===== src/input_voltage_protection_fsm_macros.svh =====
// ----------------------------------------------------------------------------
// Input voltage protection assertion macros
// Shared assertion macros that compile to nothing in synthesis.
// ----------------------------------------------------------------------------
`ifndef INPUT_VOLTAGE_PROTECTION_FSM_MACROS_SVH
`define INPUT_VOLTAGE_PROTECTION_FSM_MACROS_SVH

`ifndef SYNTHESIS
// The consequent must hold in the same cycle as the antecedent.
`define IVP_ASSERT_SAME(label, clk, rst_n, ante, cons) \
    label: assert property (@(posedge clk) disable iff (!rst_n) (ante) |-> (cons)) \
        else $error("input voltage protection assertion failed");
// The consequent must hold in the cycle after the antecedent.
`define IVP_ASSERT_NEXT(label, clk, rst_n, ante, cons) \
    label: assert property (@(posedge clk) disable iff (!rst_n) (ante) |=> (cons)) \
        else $error("input voltage protection assertion failed");
`else
`define IVP_ASSERT_SAME(label, clk, rst_n, ante, cons)
`define IVP_ASSERT_NEXT(label, clk, rst_n, ante, cons)
`endif

`endif


===== src/ivp_pkg.sv =====
// ----------------------------------------------------------------------------
// Input voltage protection package
// Types, register map, reset values and helpers of the protection block.
// ----------------------------------------------------------------------------
package ivp_pkg;

    localparam int LEVEL_W = 12;
    localparam int TIME_W  = 16;
    localparam int DT_W    = 10;
    localparam int POWER_W = 16;

    localparam logic [TIME_W-1:0] TIMER_MAX = '1;

    typedef enum logic [1:0] {
        MODE_OFF     = 2'd0,
        MODE_ON      = 2'd1,
        MODE_DERATED = 2'd2
    } mode_t;

    typedef enum logic [2:0] {
        CFG_EARLY_ON_LEVEL    = 3'd0,
        CFG_RESTORE_LEVEL     = 3'd1,
        CFG_OFF_LEVEL         = 3'd2,
        CFG_DERATE_LOW        = 3'd3,
        CFG_DERATE_HIGH       = 3'd4,
        CFG_STARTUP_WINDOW_MS = 3'd5,
        CFG_OFF_DELAY_MS      = 3'd6,
        CFG_BASE_POWER        = 3'd7
    } cfg_idx_t;

    localparam logic [LEVEL_W-1:0] RST_EARLY_ON_LEVEL    = 12'd1650;
    localparam logic [LEVEL_W-1:0] RST_RESTORE_LEVEL     = 12'd2100;
    localparam logic [LEVEL_W-1:0] RST_OFF_LEVEL         = 12'd1700;
    localparam logic [LEVEL_W-1:0] RST_DERATE_LOW        = 12'd1750;
    localparam logic [LEVEL_W-1:0] RST_DERATE_HIGH       = 12'd1850;
    localparam logic [TIME_W-1:0]  RST_STARTUP_WINDOW_MS = 16'd5000;
    localparam logic [TIME_W-1:0]  RST_OFF_DELAY_MS      = 16'd3000;
    localparam logic [POWER_W-1:0] RST_BASE_POWER        = 16'd0;

    // Adds elapsed milliseconds to a timer, saturating at full scale.
    function automatic logic [TIME_W-1:0] sat_add(input logic [TIME_W-1:0] t,
                                                  input logic [DT_W-1:0] d);
        logic [TIME_W:0] s;
        s = {1'b0, t} + {{(TIME_W + 1 - DT_W){1'b0}}, d};
        return s[TIME_W] ? TIMER_MAX : s[TIME_W-1:0];
    endfunction

endpackage


===== src/input_voltage_protection_fsm.sv =====
// ----------------------------------------------------------------------------
// Input voltage protection state machine
// Lamp driver supply protection with off, on and derated modes.
// ----------------------------------------------------------------------------
// Each item carries one supply sample and the milliseconds since the previous
// item. The block takes one item per clock cycle unless the output stalls and
// presents its result in the following cycle from a single result register; a
// new item is accepted whenever that register is empty or its result is taken
// in the same cycle. The user must write the registers through the APB port only
// while no item is in flight; the block itself does not enforce it.
module input_voltage_protection_fsm
    import ivp_pkg::*;
(
    input  logic        clk,
    input  logic        rst_n,
    // Input items
    input  logic        s_tvalid,
    output logic        s_tready,
    input  logic [23:0] s_tdata,   // vin_sample[11:0], elapsed_ms[21:12], zero pad
    // Result items
    output logic        m_tvalid,
    input  logic        m_tready,
    output logic [23:0] m_tdata,   // mode[1:0], lamp_enable[2], power_word[18:3],
                                   // power_halved[19], zero pad
    // Configuration
    input  logic        psel,
    input  logic        penable,
    input  logic        pwrite,
    input  logic [4:0]  paddr,
    input  logic [31:0] pwdata,
    output logic [31:0] prdata,
    output logic        pready
);

`include "input_voltage_protection_fsm_macros.svh"

    logic [LEVEL_W-1:0] early_on_level_reg;
    logic [LEVEL_W-1:0] restore_level_reg;
    logic [LEVEL_W-1:0] off_level_reg;
    logic [LEVEL_W-1:0] derate_low_reg;
    logic [LEVEL_W-1:0] derate_high_reg;
    logic [TIME_W-1:0]  startup_window_reg;
    logic [TIME_W-1:0]  off_delay_reg;
    logic [POWER_W-1:0] base_power_reg;

    mode_t              mode_reg;
    mode_t              mode_next;
    logic [TIME_W-1:0]  uptime_reg;
    logic [TIME_W-1:0]  uptime_next;
    logic [TIME_W-1:0]  mode_timer_reg;
    logic [TIME_W-1:0]  mode_timer_next;
    logic               startup_over_reg;
    logic               startup_over_next;
    logic               off_wait_done_reg;
    logic               off_wait_done_next;
    logic               halved_reg;
    logic               halved_next;
    logic [POWER_W-1:0] power_reg;
    logic [POWER_W-1:0] power_next;
    logic               enable_reg;
    logic               enable_next;

    logic               m_tvalid_reg;
    logic [23:0]        m_tdata_reg;

    logic               accept;
    logic               cfg_write;
    cfg_idx_t           cfg_idx;
    logic [LEVEL_W-1:0] vin;
    logic [DT_W-1:0]    dt;
    logic [TIME_W-1:0]  mode_timer_sum;
    logic               window_closed;
    logic               turn_on;
    logic               below_off;
    logic               in_band;

    assign s_tready  = !m_tvalid_reg || m_tready;
    assign accept    = s_tvalid && s_tready;
    assign m_tvalid  = m_tvalid_reg;
    assign m_tdata   = m_tdata_reg;
    assign pready    = 1'b1;
    assign cfg_write = psel && penable && pwrite && pready;
    assign cfg_idx   = cfg_idx_t'(paddr[4:2]);

    assign vin = s_tdata[11:0];
    assign dt  = s_tdata[21:12];

    assign uptime_next    = sat_add(uptime_reg, dt);
    assign mode_timer_sum = sat_add(mode_timer_reg, dt);
    assign window_closed  = startup_over_reg || (uptime_next >= startup_window_reg);
    assign turn_on        = window_closed ? (vin > restore_level_reg)
                                          : (vin > early_on_level_reg);
    assign below_off      = vin < off_level_reg;
    assign in_band        = (vin > derate_low_reg) && (vin < derate_high_reg);

    always_comb
    begin
        prdata = '0;
        unique case (cfg_idx)
            CFG_EARLY_ON_LEVEL:    prdata[LEVEL_W-1:0] = early_on_level_reg;
            CFG_RESTORE_LEVEL:     prdata[LEVEL_W-1:0] = restore_level_reg;
            CFG_OFF_LEVEL:         prdata[LEVEL_W-1:0] = off_level_reg;
            CFG_DERATE_LOW:        prdata[LEVEL_W-1:0] = derate_low_reg;
            CFG_DERATE_HIGH:       prdata[LEVEL_W-1:0] = derate_high_reg;
            CFG_STARTUP_WINDOW_MS: prdata[TIME_W-1:0]  = startup_window_reg;
            CFG_OFF_DELAY_MS:      prdata[TIME_W-1:0]  = off_delay_reg;
            CFG_BASE_POWER:        prdata[POWER_W-1:0] = base_power_reg;
        endcase
    end

    // Next mode for the item at the input.
    always_comb
    begin
        mode_next = mode_reg;
        unique case (mode_reg)
            MODE_OFF:
            begin
                if (off_wait_done_reg && turn_on)
                begin
                    mode_next = MODE_ON;
                end
            end
            MODE_ON:
            begin
                if (below_off)
                begin
                    mode_next = MODE_OFF;
                end
                else if (in_band)
                begin
                    mode_next = MODE_DERATED;
                end
            end
            MODE_DERATED:
            begin
                if (vin > restore_level_reg)
                begin
                    mode_next = MODE_ON;
                end
                else if (below_off)
                begin
                    mode_next = MODE_OFF;
                end
            end
            default:
            begin
                mode_next = MODE_OFF;
            end
        endcase
    end

    // Flags, timers and power word for the item at the input.
    always_comb
    begin
        mode_timer_next    = (mode_next != mode_reg) ? '0 : mode_timer_sum;
        startup_over_next  = window_closed;
        off_wait_done_next = off_wait_done_reg;
        halved_next        = halved_reg;
        power_next         = power_reg;
        enable_next        = enable_reg;
        unique case (mode_reg)
            MODE_OFF:
            begin
                if (!off_wait_done_reg)
                begin
                    if (mode_timer_sum >= off_delay_reg)
                    begin
                        enable_next        = 1'b0;
                        off_wait_done_next = 1'b1;
                    end
                end
                else if (turn_on)
                begin
                    off_wait_done_next = 1'b0;
                end
            end
            MODE_ON:
            begin
                if (halved_reg)
                begin
                    power_next  = {power_reg[POWER_W-2:0], 1'b0};
                    halved_next = 1'b0;
                end
                enable_next = 1'b1;
                if (below_off)
                begin
                    startup_over_next  = 1'b1;
                    off_wait_done_next = 1'b0;
                end
            end
            MODE_DERATED:
            begin
                if (!halved_reg)
                begin
                    halved_next = 1'b1;
                    power_next  = {1'b0, power_reg[POWER_W-1:1]};
                end
                if (mode_next == MODE_OFF)
                begin
                    off_wait_done_next = 1'b0;
                end
            end
            default:
            begin
                off_wait_done_next = 1'b0;
            end
        endcase
    end

    always_ff @(posedge clk or negedge rst_n)
    begin
        if (!rst_n)
        begin
            early_on_level_reg <= RST_EARLY_ON_LEVEL;
            restore_level_reg  <= RST_RESTORE_LEVEL;
            off_level_reg      <= RST_OFF_LEVEL;
            derate_low_reg     <= RST_DERATE_LOW;
            derate_high_reg    <= RST_DERATE_HIGH;
            startup_window_reg <= RST_STARTUP_WINDOW_MS;
            off_delay_reg      <= RST_OFF_DELAY_MS;
            base_power_reg     <= RST_BASE_POWER;
            mode_reg           <= MODE_OFF;
            uptime_reg         <= '0;
            mode_timer_reg     <= '0;
            startup_over_reg   <= 1'b0;
            off_wait_done_reg  <= 1'b1;
            halved_reg         <= 1'b0;
            power_reg          <= RST_BASE_POWER;
            enable_reg         <= 1'b0;
        end
        else
        begin
            if (accept)
            begin
                mode_reg          <= mode_next;
                uptime_reg        <= uptime_next;
                mode_timer_reg    <= mode_timer_next;
                startup_over_reg  <= startup_over_next;
                off_wait_done_reg <= off_wait_done_next;
                halved_reg        <= halved_next;
                enable_reg        <= enable_next;
            end
            if (cfg_write && (cfg_idx == CFG_BASE_POWER))
            begin
                power_reg <= pwdata[POWER_W-1:0];
            end
            else if (accept)
            begin
                power_reg <= power_next;
            end
            if (cfg_write)
            begin
                unique case (cfg_idx)
                    CFG_EARLY_ON_LEVEL:    early_on_level_reg <= pwdata[LEVEL_W-1:0];
                    CFG_RESTORE_LEVEL:     restore_level_reg  <= pwdata[LEVEL_W-1:0];
                    CFG_OFF_LEVEL:         off_level_reg      <= pwdata[LEVEL_W-1:0];
                    CFG_DERATE_LOW:        derate_low_reg     <= pwdata[LEVEL_W-1:0];
                    CFG_DERATE_HIGH:       derate_high_reg    <= pwdata[LEVEL_W-1:0];
                    CFG_STARTUP_WINDOW_MS: startup_window_reg <= pwdata[TIME_W-1:0];
                    CFG_OFF_DELAY_MS:      off_delay_reg      <= pwdata[TIME_W-1:0];
                    CFG_BASE_POWER:        base_power_reg     <= pwdata[POWER_W-1:0];
                endcase
            end
        end
    end

    always_ff @(posedge clk or negedge rst_n)
    begin
        if (!rst_n)
        begin
            m_tvalid_reg <= 1'b0;
        end
        else if (accept)
        begin
            m_tvalid_reg <= 1'b1;
        end
        else if (m_tready)
        begin
            m_tvalid_reg <= 1'b0;
        end
    end

    always_ff @(posedge clk)
    begin
        if (accept)
        begin
            m_tdata_reg <= {4'b0, halved_next, power_next, enable_next, mode_next};
        end
    end

    `IVP_ASSERT_SAME(a_ready_when_empty, clk, rst_n, !m_tvalid_reg, s_tready)
    `IVP_ASSERT_NEXT(a_result_follows_item, clk, rst_n, accept, m_tvalid_reg)
    `IVP_ASSERT_NEXT(a_enable_after_on, clk, rst_n, accept && (mode_reg == MODE_ON),
                     enable_reg)
    `IVP_ASSERT_NEXT(a_window_stays_closed, clk, rst_n, startup_over_reg,
                     startup_over_reg)
    `IVP_ASSERT_NEXT(a_uptime_monotonic, clk, rst_n, accept,
                     uptime_reg >= $past(uptime_reg))
    `IVP_ASSERT_NEXT(a_mode_holds_when_idle, clk, rst_n, !accept, $stable(mode_reg))

endmodule


===== config.mk =====
export PLATFORM = sky130hd
export DESIGN_NAME = input_voltage_protection_fsm
export DESIGN_NICKNAME = d
export VERILOG_FILES = /design/src/ivp_pkg.sv /design/src/input_voltage_protection_fsm.sv
export VERILOG_INCLUDE_DIRS = /design/src /design/src/src
export SDC_FILE = /design/constraint.sdc
export NUM_CORES = 1
export LEC_CHECK = 0
export ABC_CLOCK_PERIOD_IN_PS = 10050
export BUFFER_PORTS_ARGS = -buffer_cell sky130_fd_sc_hd__clkbuf_2
export CORE_MARGIN = 4
export CORE_UTILIZATION = 65
export DETAILED_ROUTE_END_ITERATION = 8
export PLACE_DENSITY = 0.94
export RECOVER_POWER = 25
export SYNTH_ARGS = -nofsm -noshare
export SYNTH_HDL_FRONTEND = slang
export SYNTH_SLANG_ARGS = --single-unit
export TNS_END_PERCENT = 30

===== constraint.sdc =====
create_clock -name clk -period 10.05 [get_ports clk]
set_input_delay 1.005 -clock clk [delete_from_list [all_inputs] [get_ports clk]]
set_output_delay 1.005 -clock clk [all_outputs]
set_load 0.1 [all_outputs]

==> impl_metrics.yaml <==
floorplan:
  die_width_um: 144
  initial_core_util: 0.666
  die_y_um: 144
  standard_cell_rows: 49
  die_area_um2: 20800
  floorplan.core_area_um2: 18100
  design.portCount: 127
synthesis:
  synth.largest_area_cell: "dfrtp_1"
  synthCells: 1361
  synth.avg_cell_area_um2: 8.88
  netlist-cell-type-count: 70
  synthSimpleGateAreaFrac: 0.132
  synth-async-reset-ratio: 0.891
  synth_seq_area_share: 0.392
  post_synth_mux_area_share: 0.0668
  synth_top_cell_area_share: 0.251
  synth-xor-area-share: 0.0116
  post_synth_fa_ha_maj_area_fraction: 0.121
  netlist_area_um2: 12100
  yosys-top-cells-area: "dfrtp_1 25%, ha_1 12%, dfstp_2 9.1%"
  synth.yosys.warnings: 0
  ys_seq_elements: 183
  yosys_most_used_dff: "dfrtp_1"
  synth-compound-area-share: 0.202
  dominant_combinational_cell_family_by_area_after_synthesis: "compound AO/OA/AOI/OAI gates"
  synth_enable_flop_cells: 20
setup_path:
  timing.critical_path.to_type: "flop"
  critPathRequiredTime_ps: 10390
  cell_occurring_most_often_along_the_worst_timing_path: "ha_1"
  worstPathMaxFanout: 24
  crit_chain: "clkbuf_2 > ha_1 > fa_1 > a21o_1 > a21oi_1 > o21ai_2 > a2111oi_2 > o31ai_2 > nand3_1 > or3_1 > nor2b_1 > ha_1 > nand2b_1 > a2111o_1 > a31oi_1 > o21ai_1 > o221ai_2 > a211oi_2 > a31oi_2 > o2111ai_4 > a211oi_1"
  crit_type: "in2reg"
  cpPeakStageDelay_ps: 680
  cp_data_arrival_time_ps: 6840
  crit_path_start_kind: "input port"
  critical-path-slowest-cell: "or3_1"
final_layout:
  final_nets: 1583
  area.growth.synth_to_final_pct: 8.86
  most_common_cell_after_layout_fill_and_taps_aside: "nand2_1"
  nFillCells: 1178
  final_layout_size_suffix_gt1_frac: 0.171
  largest_register_ffs: 20
  most-common-layout-cells: "217 x nand2_1, 144 x o21ai_0, 121 x dfrtp_1, 115 x inv_1, 114 x ha_1"
  antennaDiodeCount: 0
outcome:
  result_of_the_run: "finished with violations"
  violations_in_the_final_reports: "capacitance limit, slew limit"
place:
  dp_hpwl_um: 23200
  numPortBuffers: 85
  preCtsSetupSlack_ps: 3320
  globalplace.congestion: 0.963
routing:
  vias_after_detailed_routing: 10900
  route.final.wire_length_um: 33700
  antenna_left: 0
  drc_violation_total_after_the_first_tritonroute_iteration: 1508
  avgRoutedWirePerCell_um: 20.5
  avgViaCountPerCell: 6.63
  drc: 0
  detailedRoute.firstPassIterationCount: 8
clock_tree:
  cts_inserted_buffers: 17
  cts.sink_count: 183
  clockRootBuffer: "clkbuf_16"
  clock_tree_from_tritoncts: "done"
  htreeDepth: 4
  clk_path_buf_depth: 2
  cts.repair_timing.setup_buffer_count: 0
  cts_hold_buf: 0
  cts_resized: 0
  clk_latency_ps: 450
  clkSlewWorstSetupHoldPaths_ps: 70
timing:
  highest_clock_rate_ghz: 0.154
  setup_repair_after_global_routing_missed_its_margin: "no"
  final-setup-viol-count: 0
  clock_period_minus_final_worst_setup_slack_ps: 6500
  slew-limit-headroom: -2.08
  report.final.slew_viol_count: 88
  worst_pin_slew_ps: 4620
  finalClockSkew_ps: 8.66
  final.setup.tns_ps: 0
  finalHoldViolations: 0
  setup_slack_ps: 3550
  layout_worst_path_cycle_share: 0.647
global_route:
  via_count_of_the_first_global_routing_pass: 10500
  globalRouteTotalUtil: 0.325
  grt.overflow.total: 0
  pin_count_of_the_biggest_net_entering_global_routing: 93
  antenna_found_initial: 1
  grt_first_pass_wirelength_um: 52900
flow_run:
  max_cap_viol_count: 1
power_and_ir_drop:
  max-vdd-ir-drop_v: 0.000127
  power_per_cell_area_nw_per_um2: 281
  cell_leakage_power_uw: 0.00615
min_path:
  hp-class: "reg2reg"
[final cells by class]
type / instances / area (um^2) / area share
well taps: 229 / 287 / 0.0218
clock inverters: 13 / 191 / 0.0145
clock buffers: 19 / 454 / 0.0345
flip-flops and latches: 183 / 4730 / 0.360
repair buffers: 96 / 507 / 0.0385
multi-input cells: 985 / 6550 / 0.498
inverters: 116 / 435 / 0.0331
[stage by stage]
| stage | power (uW) | instances | utilization | cell area, um^2 | hold slack (ps) |
|---|---|---|---|---|---|
| 2_1_floorplan | 2490 | 1380 | - | 12200 | 441 |
| 3_3_place_gp | 2760 | 1609 | 0.690 | 12500 | 454 |
| 3_5_place_dp | 2870 | 1609 | 0.690 | 12500 | 464 |
| 4_1_cts | 3650 | 1641 | 0.725 | 13200 | 487 |
| 5_1_grt | 3890 | 1641 | 0.725 | 13200 | 508 |
| 6_report | 3690 | 1641 | 0.725 | 13200 | 486 |
[worst max-delay path, delay by kind of cell]
family	cells	cell delay, ps
buffers and inverters	1	110
and+or+nand+nor	4	1310
adders and majority gates	3	900
AOI/OAI and AO/OA	13	3480
[cells in the mapped netlist, types with 4 or more instances]
cell / number
o21ai_2: 9
dfstp_2: 42
dfrtp_1: 121
xnor2_1: 10
nor2b_1: 11
edfxtp_1: 20
inv_1: 115
nand2b_1: 12
buf_1: 4
nor2_1: 68
mux2_2: 37
a21oi_1: 76
nand3_1: 22
o21ai_1: 5
o21ai_0: 144
a211oi_1: 11
a31oi_1: 29
nand4_1: 13
xor2_1: 6
clkbuf_1: 67
a22oi_1: 14
a221oi_1: 14
mux2i_1: 30
nand2_1: 217
or2_2: 6
buf_4: 21
nor3_1: 13
a22o_1: 7
ha_1: 114
mux4_2: 4
a21o_1: 18
o31ai_1: 7
o211ai_1: 6
o21a_1: 10
[where the power goes]
| group | switching (uW) | leakage (uW) | internal, uW |
|---|---|---|---|
| Sequential | 159 | 0.00210 | 1000 |
| Clock | 312 | 0.000306 | 434 |
| Combinational | 1180 | 0.00374 | 605 |
| Total | 1650 | 0.00615 | 2040 |
[routing by layer]
metal  up-vias  part of all wire  track usage
met3       221              0.10       0.0797
li1       4808                 -            -
met2       735              0.47        0.528
met1      5116              0.37        0.401
met5         -            0.0012            0
met4         2             0.058        0.173
[final timing paths]
path / slack [ps] / from / cells past startpoint / to
worst max-delay path: 3550 / s_tdata[12] / 21 / mode_timer_reg[14]$_DFFE_PN0P_
worst min register to register: 490 / base_power_reg[1]$_DFFE_PN0P_ / 2 / base_power_reg[1]$_DFFE_PN0P_
max in group asynchronous: 5050 / rst_n / 2 / mode_timer_reg[14]$_DFFE_PN0P_
min in group asynchronous: 2190 / rst_n / 1 / early_on_level_reg[2]$_DFFE_PN0P_
worst max register to register: 3850 / uptime_reg[0]$_DFFE_PN0P_ / 20 / mode_timer_reg[14]$_DFFE_PN0P_
worst min-delay path: 490 / base_power_reg[1]$_DFFE_PN0P_ / 2 / base_power_reg[1]$_DFFE_PN0P_
[cells by family after synthesis]
family          count (synthesis)
compound gates                387
xor+xnor                       16
fa+ha+maj                     116
buf+inv                       212
flops                         183
mux                            71
other cells                     2
simple gates                  374
Note: power is estimated with default switching activity, not from simulation.
